### config.mk
export PLATFORM = sky130hd
export DESIGN_NAME = dtsc_cmp
export DESIGN_NICKNAME = d
export VERILOG_FILES = /design/src/rtl/core/dtsc_pkg.sv /design/src/rtl/core/dtsc_cmp.sv
export SDC_FILE = /design/constraint.sdc
export NUM_CORES = 1
export LEC_CHECK = 0
export BUFFER_PORTS_ARGS = -buffer_cell sky130_fd_sc_hd__buf_2
export CAP_MARGIN = 20
export CORE_AREA = 2 2 100 102
export DETAILED_ROUTE_END_ITERATION = 8
export DIE_AREA = 0 0 102 104
export PLACE_DENSITY = 0.59
export SLEW_MARGIN = 10
export SYNTH_ARGS = -nofsm -noshare
export SYNTH_HDL_FRONTEND = slang
export SYNTH_SLANG_ARGS = --single-unit
### constraint.sdc
create_clock -name vclk -period 1.6
set_input_delay 0.08 -clock vclk [all_inputs]
set_output_delay 0.08 -clock vclk [all_outputs]
set_load 0.01 [all_outputs]
### src/rtl/core/dtsc_pkg.sv
// Package for the distinct tuple set counter.
// Holds default sizes, field widths, the sequencer state type and the compare status type.
// No dependencies.
package dtsc_pkg;

	localparam int MAX_PATTERNS_DEF   = 256;
	localparam int KEYS_PER_TUPLE_DEF = 4;
	localparam int INDEX_BITS_DEF     = 32;

	localparam int FIELD_KEYS  = 4;
	localparam int FIELD_BITS  = 32;
	localparam int SLOT_BITS   = 8;
	localparam int COUNT_BITS  = 9;

	typedef enum logic [1:0] {
		ST_IDLE,
		ST_SCAN,
		ST_RESULT
	} seq_state_t;

	// Verdict of the compare unit on the registered read data from the pattern table.
	typedef struct packed {
		logic hit;
		logic miss_done;
	} cmp_status_t;

endpackage

### src/rtl/core/dtsc_cmp.sv
// Shared tuple compare unit: checks one stored entry against the search key
// per cycle, all keys at once, and reports a hit or the end of a scan that missed.
// Depends on dtsc_pkg.
module dtsc_cmp #(
	parameter int KEYS = 4,
	parameter int IBITS = 32
) (
	input  logic [KEYS*IBITS-1:0] entry,
	input  logic [KEYS*IBITS-1:0] key,
	input  logic                  entry_valid,
	input  logic                  scanning,
	input  logic                  all_issued,
	output dtsc_pkg::cmp_status_t status
);
	import dtsc_pkg::*;

	logic [KEYS-1:0] key_eq;
	logic            eq;

	always_comb begin
		for (int k = 0; k < KEYS; k++) begin
			key_eq[k] = (entry[k*IBITS +: IBITS] == key[k*IBITS +: IBITS]);
		end
		eq = &key_eq;
		status.hit       = scanning && entry_valid && eq;
		// The scan has missed once every stored entry has been read and the
		// last read came back without a match.
		status.miss_done = scanning && !entry_valid && all_issued;
	end

endmodule

==> results.md <==
Cells and area
• 763 — number of nets in the finished design
• 0 — number of flip-flops and latches
• 0 — number of clock buffers in the layout
• 0 µm² — area of all sequential standard cells
• 95.1% — Synth-to-Final Area Change
• 58.0% — share of layout cells above drive strength 1

Floorplan
• 261 — num ports
• 104 µm — height of the die
• 9550 µm² — area of the core region
• 17.8% — starting density of the core
• 102 µm — die boundary width
• 36 — cell row count
• 10,600 µm² — total die area

Logic synthesis
• xnor2_1 — Yosys top cell by area
• 0 — number of warnings reported in the yosys synthesis log
• 230 — Post-Syn Instances
• 0% — fraction of the yosys area taken by sequential cells
• 489 — Post-Synthesis Net Count
• 7.39 µm² — synthesized area per cell
• 23 — unique cell type count in the Yosys netlist
• 1700 µm² — summed instance area of the synthesized netlist
• xnor2_1 34%, nor2b_1 11%, a2111o_1 7.9% — Area contributors post-synth
• 34.0% — share of Yosys cell area claimed by the top area cell type

Detailed routing
• 2,633 — via count
• 0 — Residual DRC
• 13.8 µm — final routed wire length divided by cell count
• 46 — detailed router's first-iteration violation count
• 4 — number of search-and-repair iterations in the first detailed-routing pass
• 4.13 — via density per instance
• 8.79 mm — aggregate routed wire length
• 0 — antenna viol nets, final

STA
• 1 — count of endpoints failing setup in the final report
• -0.0811 ns — PnR worst setup slack
• -0.0811 ns — Total Negative Setup Slacks
• yes — RSZ-0062 raised after global routing
• 0 — count of endpoints failing hold in the final timing report
• 105% — period utilization
• 0.427 ns — Hold Worst Slack
• 1.68 ns — final critical path time including I/O delays and setup
• 0 — max-slew violation total from the final report
• 0.336 ns — Worst Tran Pin Value
• 77.6% — Max-slew headroom
• 595 MHz — Max Freq

Status
• finished, violations left — result of the run
• setup timing — failing checks

Min path
• entry_valid — startpoint of the worst hold path
• 3 — number of stages on the worst hold path
• input port to output port — Hold Crit Class
• status[0] — sink of the worst hold path

GRT
• 0 — total grt overflow
• 12.8 mm — first-pass GRT wire length
• 2 — initial antenna violation count
• 2,767 — vias in the first global route
• 15.4% — combined global-route utilization of all metal layers
• 3 — largest net degree at the start of global routing

Worst setup path
• input port — startpoint type of the worst setup path
• output port — Worst setup EP type
• 2 — Worst Path Buf+Inv
• simple AND/OR/NAND/NOR gates — category of cells accounting for the largest share of critical-path delay
• 1.52 ns — worst path required time
• 2 — maximum fanout along the worst path
• 1.60 ns — signal arrival time at the worst endpoint
• buf_2 -> nor2b_1 -> a2111o_1 -> nor4_2 -> nand4_1 -> nor4_2 -> buf_2 — list of cells traversed by the critical path
• 0.39 ns — Largest stage delay, worst path
• input port to output port — type of the worst setup path
• a2111o_1 — cell with the biggest individual delay on the critical path

Job
• 0 — max_cap viols

Power and ir drop
• 114 µV — Worst IR Drop VDD
• 1.67 nW — total leakage power
• 232 nW/µm² — power density over cell area

Placement
• 8.55 mm — detailed placer's ending HPWL
• 0.824 — final estimated routing congestion in global placement
• 261 — Buffers on Ports

[worst max path at each step]
stage | from | endpoint | slack, ns | cells past startpoint
6_report | key[29] | status[1] | -0.08 | 7
4_1_cts | entry[112] | status[1] | -0.12 | 7
3_5_place_dp | entry[81] | status[1] | -0.32 | 7
3_3_place_gp | entry[31] | status[1] | -0.33 | 7
2_1_floorplan | entry[6] | status[1] | 0.21 | 5
5_1_grt | entry[112] | status[1] | -0.20 | 7
[metal layers]
metal,track usage (%),vias up,routed length [µm]
li1,-,1362,-
met1,17.2,1140,3360
met2,31.2,127,4710
met3,1.75,4,622
met4,1.43,0,96
met5,0,-,0
[area by class of cell]
| cell class | count | area, µm² |
|---|---|---|
| Multi-Input combinational cell | 204 | 1660 |
| Fill cell | 1072 | 6230 |
| Inverter | 26 | 97.6 |
| Tap cell | 133 | 166 |
| Antenna cell | 2 | 5.00 |
| Timing Repair Buffer | 272 | 1390 |
[through the flow]
stage               std cells  total power, mW  area, µm²  util [%]  setup slack, ns
floorplan                 230            0.310       1700         -            0.206
global placement          635            0.746       3260      34.1           -0.326
detailed placement        635            0.760       3260      34.1           -0.322
CTS                       635            0.770       3280      34.3           -0.124
global route              636            0.846       3320      34.7           -0.198
finish                    637            0.769       3320      34.7          -0.0811
[logic make-up after synthesis]
family                 Yosys count  share of synthesized area [%]
AND/OR/NAND/NOR                 94                           36.8
buffers and inverters           26                           5.74
AO/OA/AOI/OAI                   30                           16.3
XOR/XNOR                        80                           41.2
[placed cells by master, fill, tap and decap left out]
cell type  count
o221ai_1       2
o22ai_1        7
a2111o_1      12
buf_2        261
nor3_1         1
nand2_1        1
nor2_1         2
nor3_2         1
nor2b_4        2
nand4_1       19
a221o_1        1
nand2b_1      13
nor2b_1       30
o2111ai_1      7
nor4_4         1
xor2_1        14
o2bb2ai_1      1
or2b_2         4
nand3_1        1
inv_1         26
and2b_1        2
nor4_2         8
xnor2_1       66
buf_4         11
nor4_1         5
and2b_2        3
diode_2        2
or2b_1         1
[what timing repair did]
| item | in CTS | in global routing |
|---|---|---|
| hold buffers | 0 | 0 |
| pin swaps | 4 | 6 |
| resized for setup | 4 | 5 |
| endpoints found under the setup margin | 1 | 1 |
| setup buffers | 0 | 0 |
[power by group]
part           switching (mW)  leakage [nW]  internal, mW
clock network               0     0.0000127   0.000000167
registers                   0             0             0
logic                   0.314          1.67         0.455
[synthesized netlist by cell type]
master / count
nand3_1: 1
and2b_1: 2
a2111o_1: 12
a221o_1: 1
or2b_1: 1
xnor2_1: 66
xor2_1: 14
inv_1: 26
o2111ai_1: 7
nand2_1: 1
o221ai_1: 2
nor4_1: 12
or2b_2: 4
nor4_2: 2
o2bb2ai_1: 1
nor2b_1: 30
nand4_1: 19
o22ai_1: 7
nor2b_4: 2
nand2b_1: 13
and2b_2: 3
nor2_1: 2
nor3_1: 2
Note: power is estimated with default switching activity, not from simulation.
